**src/sv/msbd_pkg.sv**
```systemverilog
// Shared types, codes and constants for the multi-slot button debouncer.
package msbd_pkg;

  localparam int SLOTS         = 32;
  localparam int PORTS         = 4;
  localparam int PINS_PER_PORT = 16;
  localparam int COUNT_WIDTH   = 8;
  localparam int SLOT_W        = $clog2(SLOTS);
  localparam int THR_W         = 8;
  localparam logic [THR_W-1:0] THR_RESET = THR_W'(5);

  typedef enum logic [1:0] {
    KIND_TICK   = 2'd0,
    KIND_ADD    = 2'd1,
    KIND_REMOVE = 2'd2,
    KIND_READ   = 2'd3
  } kind_t;

  typedef enum logic [1:0] {
    REPLY_EVENT = 2'd0,
    REPLY_ADD   = 2'd1,
    REPLY_READ  = 2'd2
  } reply_kind_t;

  typedef enum logic [2:0] {
    ST_IDLE,
    ST_ADD,
    ST_READ,
    ST_WALK,
    ST_END
  } state_t;

  typedef struct packed {
    logic [1:0]  kind;
    logic [63:0] gpio_levels;
    logic [1:0]  port_sel;
    logic [3:0]  pin_sel;
    logic [4:0]  slot_id;
  } msbd_in_t;

  typedef struct packed {
    logic [1:0] reply_kind;
    logic [5:0] slot_num;
    logic       level;
    logic       last;
  } msbd_out_t;

  typedef struct packed {
    logic [1:0]             port;
    logic [3:0]             pin;
    logic                   stable;
    logic [COUNT_WIDTH-1:0] count;
  } slot_entry_t;

  // Pick the bit port*16+pin of the sampled levels
  function automatic logic sample_bit(logic [63:0] levels, logic [1:0] port,
                                      logic [3:0] pin);
    logic [5:0] bidx;
    bidx = {port, pin};
    return levels[bidx];
  endfunction

endpackage

```
**src/sv/multi_slot_button_debouncer_unit.sv**
```systemverilog
// Top level of the multi-slot button debouncer: slot table, tick walk and result register.
//
// Input channel (in_valid / in_stall / in_data) carries one transaction per command:
// tick, add binding, remove binding or read level. Result channel (out_valid /
// out_stall / out_data) returns add replies, read replies and level change events;
// the final result of a command has last set. The cfg channel (cfg_valid /
// cfg_ready / cfg_data) writes the debounce threshold and is always ready.
// Add and read register their reply from the ADD or READ state once the output
// is free; remove acts at acceptance and gives no result. A tick walks all slots
// through the slot memory, one read per cycle while no older event is stuck,
// overlapped with the write-back of the previous slot; the END state then flushes
// the held event, and in_stall stays high through the walk and the flush. The
// single read and write port of the slot memory sets this pace, and a stalled
// event holds the walk. Events leave in slot order, each one held back until the
// next is found so that last can be marked.
// Reset empties the table (all slots vacant), sets the threshold to 5 and drops
// any pending result; slot memory contents are not cleared, as every slot is
// written when it is bound. While the receiver stalls, the output register holds
// its transaction; the block still accepts commands and stops only
// when it has a result to hand over.
module multi_slot_button_debouncer_unit (
  input  logic                clk,
  input  logic                rst_n,
  input  logic                in_valid,
  output logic                in_stall,
  input  msbd_pkg::msbd_in_t  in_data,
  output logic                out_valid,
  input  logic                out_stall,
  output msbd_pkg::msbd_out_t out_data,
  input  logic                cfg_valid,
  output logic                cfg_ready,
  input  logic [7:0]          cfg_data
);

  msbd_pkg::state_t      state_r, state_nxt;
  msbd_pkg::msbd_in_t    in_r, in_nxt;
  logic [msbd_pkg::THR_W-1:0] thr_r;
  logic [msbd_pkg::SLOTS-1:0] vacant_r, vacant_nxt;
  logic [msbd_pkg::SLOT_W-1:0] idx_r, idx_nxt;
  logic                  rd_more_r, rd_more_nxt;
  logic                  s1_valid_r, s1_valid_nxt;
  logic [msbd_pkg::SLOT_W-1:0] s1_idx_r, s1_idx_nxt;
  logic                  pend_valid_r, pend_valid_nxt;
  logic [msbd_pkg::SLOT_W-1:0] pend_slot_r, pend_slot_nxt;
  logic                  pend_level_r, pend_level_nxt;
  logic                  out_valid_r, out_valid_nxt;
  msbd_pkg::msbd_out_t   out_r, out_nxt;

  msbd_pkg::slot_entry_t mem [msbd_pkg::SLOTS];
  msbd_pkg::slot_entry_t rd_data_r;
  logic                  mem_re, mem_we;
  logic [msbd_pkg::SLOT_W-1:0] mem_raddr, mem_waddr;
  msbd_pkg::slot_entry_t mem_wdata;

  logic                  push;
  msbd_pkg::msbd_out_t   push_data;
  logic                  out_free;

  logic                  free_found;
  logic [msbd_pkg::SLOT_W-1:0] free_idx;

  logic [msbd_pkg::THR_W-1:0] thr_eff;
  logic                  now_lvl;
  logic [msbd_pkg::COUNT_WIDTH-1:0] cnt_inc, cnt_new;
  logic                  toggle;
  logic                  walk_hold;
  logic                  sid_in_range;

  assign in_stall  = (state_r != msbd_pkg::ST_IDLE);
  assign cfg_ready = 1'b1;
  assign out_valid = out_valid_r;
  assign out_data  = out_r;
  assign out_free  = !out_valid_r || !out_stall;

  assign sid_in_range = ({1'b0, in_r.slot_id} < 6'(msbd_pkg::SLOTS));

  // Lowest vacant slot
  always_comb begin
    free_found = 1'b0;
    free_idx   = '0;
    for (int i = msbd_pkg::SLOTS - 1; i >= 0; i--) begin
      if (vacant_r[i]) begin
        free_found = 1'b1;
        free_idx   = msbd_pkg::SLOT_W'(i);
      end
    end
  end

  // Debounce update for the slot whose entry has just been read
  always_comb begin
    thr_eff = (thr_r == '0) ? msbd_pkg::THR_W'(1) : thr_r;
    now_lvl = msbd_pkg::sample_bit(in_r.gpio_levels, rd_data_r.port, rd_data_r.pin);
    cnt_inc = (&rd_data_r.count) ? rd_data_r.count
                                 : rd_data_r.count + msbd_pkg::COUNT_WIDTH'(1);
    cnt_new = (now_lvl != rd_data_r.stable) ? cnt_inc : '0;
    toggle  = ({{(16 - msbd_pkg::COUNT_WIDTH){1'b0}}, cnt_new} >=
               {{(16 - msbd_pkg::THR_W){1'b0}}, thr_eff});
  end

  always_comb begin
    state_nxt      = state_r;
    in_nxt         = in_r;
    vacant_nxt     = vacant_r;
    idx_nxt        = idx_r;
    rd_more_nxt    = rd_more_r;
    s1_valid_nxt   = s1_valid_r;
    s1_idx_nxt     = s1_idx_r;
    pend_valid_nxt = pend_valid_r;
    pend_slot_nxt  = pend_slot_r;
    pend_level_nxt = pend_level_r;
    mem_re         = 1'b0;
    mem_raddr      = '0;
    mem_we         = 1'b0;
    mem_waddr      = '0;
    mem_wdata      = '0;
    push           = 1'b0;
    push_data      = '0;
    walk_hold      = 1'b0;

    unique case (state_r)
      msbd_pkg::ST_IDLE: begin
        if (in_valid) begin
          in_nxt = in_data;
          unique case (msbd_pkg::kind_t'(in_data.kind))
            msbd_pkg::KIND_TICK: begin
              idx_nxt        = '0;
              rd_more_nxt    = 1'b1;
              s1_valid_nxt   = 1'b0;
              pend_valid_nxt = 1'b0;
              state_nxt      = msbd_pkg::ST_WALK;
            end
            msbd_pkg::KIND_ADD: begin
              state_nxt = msbd_pkg::ST_ADD;
            end
            msbd_pkg::KIND_REMOVE: begin
              if ({1'b0, in_data.slot_id} < 6'(msbd_pkg::SLOTS)) begin
                vacant_nxt[in_data.slot_id[msbd_pkg::SLOT_W-1:0]] = 1'b1;
              end
            end
            msbd_pkg::KIND_READ: begin
              mem_re    = 1'b1;
              mem_raddr = in_data.slot_id[msbd_pkg::SLOT_W-1:0];
              state_nxt = msbd_pkg::ST_READ;
            end
            default: state_nxt = msbd_pkg::ST_IDLE;
          endcase
        end
      end

      msbd_pkg::ST_ADD: begin
        if (out_free) begin
          push                 = 1'b1;
          push_data.reply_kind = msbd_pkg::REPLY_ADD;
          push_data.slot_num   = free_found ? 6'({1'b0, free_idx}) + 6'd1 : 6'd0;
          push_data.level      = 1'b0;
          push_data.last       = 1'b1;
          if (free_found) begin
            mem_we               = 1'b1;
            mem_waddr            = free_idx;
            mem_wdata.port       = in_r.port_sel;
            mem_wdata.pin        = in_r.pin_sel;
            mem_wdata.stable     = msbd_pkg::sample_bit(in_r.gpio_levels, in_r.port_sel,
                                                        in_r.pin_sel);
            mem_wdata.count      = '0;
            vacant_nxt[free_idx] = 1'b0;
          end
          state_nxt = msbd_pkg::ST_IDLE;
        end
      end

      msbd_pkg::ST_READ: begin
        if (out_free) begin
          push                 = 1'b1;
          push_data.reply_kind = msbd_pkg::REPLY_READ;
          push_data.slot_num   = 6'(in_r.slot_id);
          push_data.level      = sid_in_range &&
                                 !vacant_r[in_r.slot_id[msbd_pkg::SLOT_W-1:0]] &&
                                 rd_data_r.stable;
          push_data.last       = 1'b1;
          state_nxt            = msbd_pkg::ST_IDLE;
        end
      end

      msbd_pkg::ST_WALK: begin
        // Hold the whole walk while an older event cannot leave
        walk_hold = s1_valid_r && toggle && pend_valid_r && !out_free;
        if (!walk_hold) begin
          if (s1_valid_r) begin
            mem_we           = 1'b1;
            mem_waddr        = s1_idx_r;
            mem_wdata        = rd_data_r;
            mem_wdata.count  = toggle ? '0 : cnt_new;
            mem_wdata.stable = rd_data_r.stable ^ toggle;
            if (toggle) begin
              if (pend_valid_r) begin
                push                 = 1'b1;
                push_data.reply_kind = msbd_pkg::REPLY_EVENT;
                push_data.slot_num   = 6'(pend_slot_r);
                push_data.level      = pend_level_r;
                push_data.last       = 1'b0;
              end
              pend_valid_nxt = 1'b1;
              pend_slot_nxt  = s1_idx_r;
              pend_level_nxt = !rd_data_r.stable;
            end
          end
          s1_valid_nxt = 1'b0;
          if (rd_more_r) begin
            if (!vacant_r[idx_r]) begin
              mem_re       = 1'b1;
              mem_raddr    = idx_r;
              s1_valid_nxt = 1'b1;
              s1_idx_nxt   = idx_r;
            end
            if (idx_r == msbd_pkg::SLOT_W'(msbd_pkg::SLOTS - 1)) begin
              rd_more_nxt = 1'b0;
            end else begin
              idx_nxt = idx_r + msbd_pkg::SLOT_W'(1);
            end
          end else if (!s1_valid_r) begin
            state_nxt = msbd_pkg::ST_END;
          end
        end
      end

      msbd_pkg::ST_END: begin
        if (!pend_valid_r) begin
          state_nxt = msbd_pkg::ST_IDLE;
        end else if (out_free) begin
          push                 = 1'b1;
          push_data.reply_kind = msbd_pkg::REPLY_EVENT;
          push_data.slot_num   = 6'(pend_slot_r);
          push_data.level      = pend_level_r;
          push_data.last       = 1'b1;
          pend_valid_nxt       = 1'b0;
          state_nxt            = msbd_pkg::ST_IDLE;
        end
      end

      default: state_nxt = msbd_pkg::ST_IDLE;
    endcase

    // Output register: load on push, drop once taken
    out_valid_nxt = out_valid_r;
    out_nxt       = out_r;
    if (push) begin
      out_valid_nxt = 1'b1;
      out_nxt       = push_data;
    end else if (out_valid_r && !out_stall) begin
      out_valid_nxt = 1'b0;
    end
  end

  always_ff @(posedge clk) begin
    if (!rst_n) begin
      state_r      <= msbd_pkg::ST_IDLE;
      thr_r        <= msbd_pkg::THR_RESET;
      vacant_r     <= '1;
      rd_more_r    <= 1'b0;
      s1_valid_r   <= 1'b0;
      pend_valid_r <= 1'b0;
      out_valid_r  <= 1'b0;
      idx_r        <= '0;
    end else begin
      state_r      <= state_nxt;
      vacant_r     <= vacant_nxt;
      rd_more_r    <= rd_more_nxt;
      s1_valid_r   <= s1_valid_nxt;
      pend_valid_r <= pend_valid_nxt;
      out_valid_r  <= out_valid_nxt;
      idx_r        <= idx_nxt;
      if (cfg_valid && cfg_ready) begin
        thr_r <= cfg_data;
      end
    end
  end

  always_ff @(posedge clk) begin
    in_r           <= in_nxt;
    s1_idx_r       <= s1_idx_nxt;
    pend_slot_r    <= pend_slot_nxt;
    pend_level_r   <= pend_level_nxt;
    out_r          <= out_nxt;
  end

  // Slot memory: one write and one registered read per cycle
  always_ff @(posedge clk) begin
    if (mem_we) begin
      mem[mem_waddr] <= mem_wdata;
    end
    if (mem_re) begin
      rd_data_r <= mem[mem_raddr];
    end
  end

endmodule

```
**config.mk**
```make
export PLATFORM = sky130hd
export DESIGN_NAME = multi_slot_button_debouncer_unit
export DESIGN_NICKNAME = d
export VERILOG_FILES = /design/src/sv/msbd_pkg.sv /design/src/sv/multi_slot_button_debouncer_unit.sv
export SDC_FILE = /design/constraint.sdc
export NUM_CORES = 1
export LEC_CHECK = 0
export BUFFER_PORTS_ARGS = -buffer_cell sky130_fd_sc_hd__buf_2
export CORE_MARGIN = 2
export CORE_UTILIZATION = 30
export DETAILED_ROUTE_END_ITERATION = 6
export PLACE_DENSITY = 0.51
export SETUP_SLACK_MARGIN = 0.15
export SYNTH_ARGS = -nofsm -noshare
export SYNTH_HDL_FRONTEND = slang
export SYNTH_SLANG_ARGS = --single-unit
export TNS_END_PERCENT = 5
```
**constraint.sdc**
```tcl
create_clock -name clk -period 12 [get_ports clk]
set_input_delay 0.6 -clock clk [delete_from_list [all_inputs] [get_ports clk]]
set_output_delay 0.6 -clock clk [all_outputs]
set_load 0.02 [all_outputs]
```
==> metrics <==
CP most frequent cell=mux4_2; clock tree from TritonCTS=done; core area=90290 um2; gate count of the mapped netlist=2042; via/cell ratio=5.322; worst-path fanout max=152; nets@finish=2254; starting density of the core=30.32%; multi-input logic area=8073 um2; Die ar.=93690 um2; Global Route met2 Usage=26.26%; Setup TNS=0 ps; slowest CP cell=edfxtp_1; post-CTS setup buffers=0; Tcrit/Tclk final=68.34%; unrepaired setup endpoints after global routing=no; number of flops mapped to enable cells by yosys=591; setup violators final=0; most common cell in the synthesized netlist=edfxtp_1; GRT met3 Usage=2.931%; CTS Hold Bufs=0; post-DP HPWL=49410 um; # IOs=103; Hold Crit Class=in -> reg; DR DRC count=1; Peak Freq=121.9 MHz; grt ovf=0; ys async rst share=0%; Reg area=18790 um2; VDD IR max=0.00009228 V; first-pass GRT wire length=116900 um; leading area contributor after synthesis=edfxtp_1; post-synthesis sequential area ratio=68.62%; ANT cells=0; clock tree buffer depth=3; Slew Limit Fails=0; status=complete, but fails checks; First-pass DRT Iterations=7; Yosys cell types=69; reg2reg start=rd_data_r[9]; total wire length=78740 um; Hold Vio Cnt, Final=0; fillers=8756; failing checks=DRC; via count=17970; clock transition at the registers of the reported paths=60 ps; Rel. slew slack=16.72%; PwrDens=166.6 nW/um2; post-placement cell area=29350 um2; Final Power=5.293 mW; Min Clock Period, post-route=8200 ps; worst flop-to-flop path endpoint=rd_data_r[9]; drt initial violations=1770; syn avg cell area=13.41 um2; top-area cell type share of the netlist area=64.82%; Worst-Margin Slew=1240 ps; post-CTS resize count=0; WP data arrival=8620 ps; GP Congestion=0.8684; max_cap viols=0; CP Launch Type=flop; met1 usage=23.98%; TritonCTS sink count=643; per-cell routed wire length=23.32 um; Area Overhead vs Synth=16.07%; Die Y=306.1 um; number of global-route vias before repair=17510; worst path cell trace=mux4_2 -> mux4_2 -> mux4_2 -> xnor2_2 -> nor2_1 -> ha_1 -> a2111oi_0 -> nand2_1 -> a41o_1 -> a221o_1 -> nand2_8 -> buf_4 -> nand2_1 -> nand3_1 -> o2111ai_1 -> nor4_2; Max stage delay on crit path=1040 ps; row count=110; IO Port Bufs=101; initial antenna violation count=1; share of layout cells above drive strength 1=16.90%; largest net degree at the start of global routing=153; Crit Path Category=reg -> reg; Critical Path End Type=flop; die width=306.1 um; Clk Latency, worst-skew pair=640 ps; R2R depth=16; Routed Antenna Nets=0; Synth Flop Type=edfxtp_1; R2R Setup Slk=3800 ps; Data required, critical path=12420 ps; GRT busiest layer=met2; CTS buffer count=71; most frequent cells after synthesis=edfxtp_1, nand2_1, nor2_1; flops & latches, synth=643; CTS H-tree lvls=3; worst setup path start=rd_data_r[9]; CP endpoint=rd_data_r[9]; yosys warns=0; syn_nets=2151; Area contributors post-synth=edfxtp_1, nand2_1, mux4_2, dfxtp_1, a32oi_1; leak pwr=10.87 nW; clock root cell=clkbuf_16; cell area after layout=31780 um2; GRT Total Usage=16.64%; Final Skew=46.74 ps; Cell Area, Synth=27380 um2
## metal layers
metal / wire, um / part of all wire [%]
met1: 35920 / 46
met2: 36260 / 46
met3: 5189 / 6.6
met4: 1370 / 1.7
met5: 0 / 0
## how the worst min path moves through the flow
stage,from,endpoint,cells past startpoint
5_1_grt,in_data[47],in_r[47],1
6_report,in_data[72],in_r[72],1
3_3_place_gp,thr_r[0],thr_r[0],2
4_1_cts,in_data[72],in_r[72],1
3_5_place_dp,thr_r[0],thr_r[0],2
2_1_floorplan,idx_r[3],s1_idx_r[3],0
## area by class of cell
| class | count | area share, % |
|---|---|---|
| sequential | 643 | 59.12 |
| multi-input combinational | 1245 | 25.40 |
| clock buffer | 85 | 5.756 |
| tap | 1176 | 4.630 |
| timing repair buffer | 155 | 2.866 |
| clock inverter | 44 | 1.882 |
| inverter | 29 | 0.3425 |
## sequential cells by signal (all words and copies together), names as in the netlist, 3 cells and up
signal	flops
idx_r	5
out_data	10
vacant_r	32
rd_data_r	15
thr_r	8
pend_slot_r	5
in_r	75
mem	480
s1_idx_r	5
state_r	3
## through the flow
| step | utilization [%] | std cells | setup WS [ps] | hold slack, ps |
|---|---|---|---|---|
| after global placement | 32.51 | 3248 | 3941 | 471.3 |
| after global routing | 35.20 | 3377 | 3245 | 100.9 |
| after CTS | 35.20 | 3377 | 3804 | 96.45 |
| final | 35.20 | 3377 | 3800 | 130.7 |
| after floorplan | - | 2042 | 5446 | 406.4 |
| after detailed placement | 32.51 | 3248 | 3835 | 465.9 |
## power by group
part / leakage (nW) / switching, mW / internal, mW / total [mW]
Clock: 1.16 / 0.922 / 1.32 / 2.25
Sequential: 6.39 / 0.0584 / 2.54 / 2.60
Combinational: 3.31 / 0.293 / 0.156 / 0.449
Total: 10.9 / 1.27 / 4.02 / 5.29
## kinds of logic (layout without fill, tap and decap cells)
| kind of cell | after synthesis | after routing | synth area share, % |
|---|---|---|---|
| compound gates | 414 | 414 | 10.25 |
| buf+inv | 154 | 313 | 2.788 |
| simple gates | 727 | 727 | 11.69 |
| flops | 643 | 643 | 68.62 |
| other cells | 1 | 1 | 0.01370 |
| fa+ha+maj | 19 | 19 | 0.8683 |
| mux | 75 | 75 | 5.484 |
| xor+xnor | 9 | 9 | 0.2879 |
## placed cells by master (no fill, tap or decap), drive strengths merged, types with 43 or more instances in the layout
cell type and n:
a21oi 132, mux4 60, clkbuf 85, nor2 142
buf 155, o21ai 43, nand3 65, a32oi 89
o22ai 45, dfxtp 52, edfxtp 591, nand2 401
## critical path, delay by kind of cell, from the launching register on
kind	cells	cell delay (ps)
muxes	3	1700
xor gates and xnor gates	1	740
DFF	1	1040
and+or+nand+nor	6	1610
buffers and inverters	1	860
adders and majority gates	1	350
AOI/OAI and AO/OA	4	1520
Note: power is estimated with default switching activity, not from simulation.
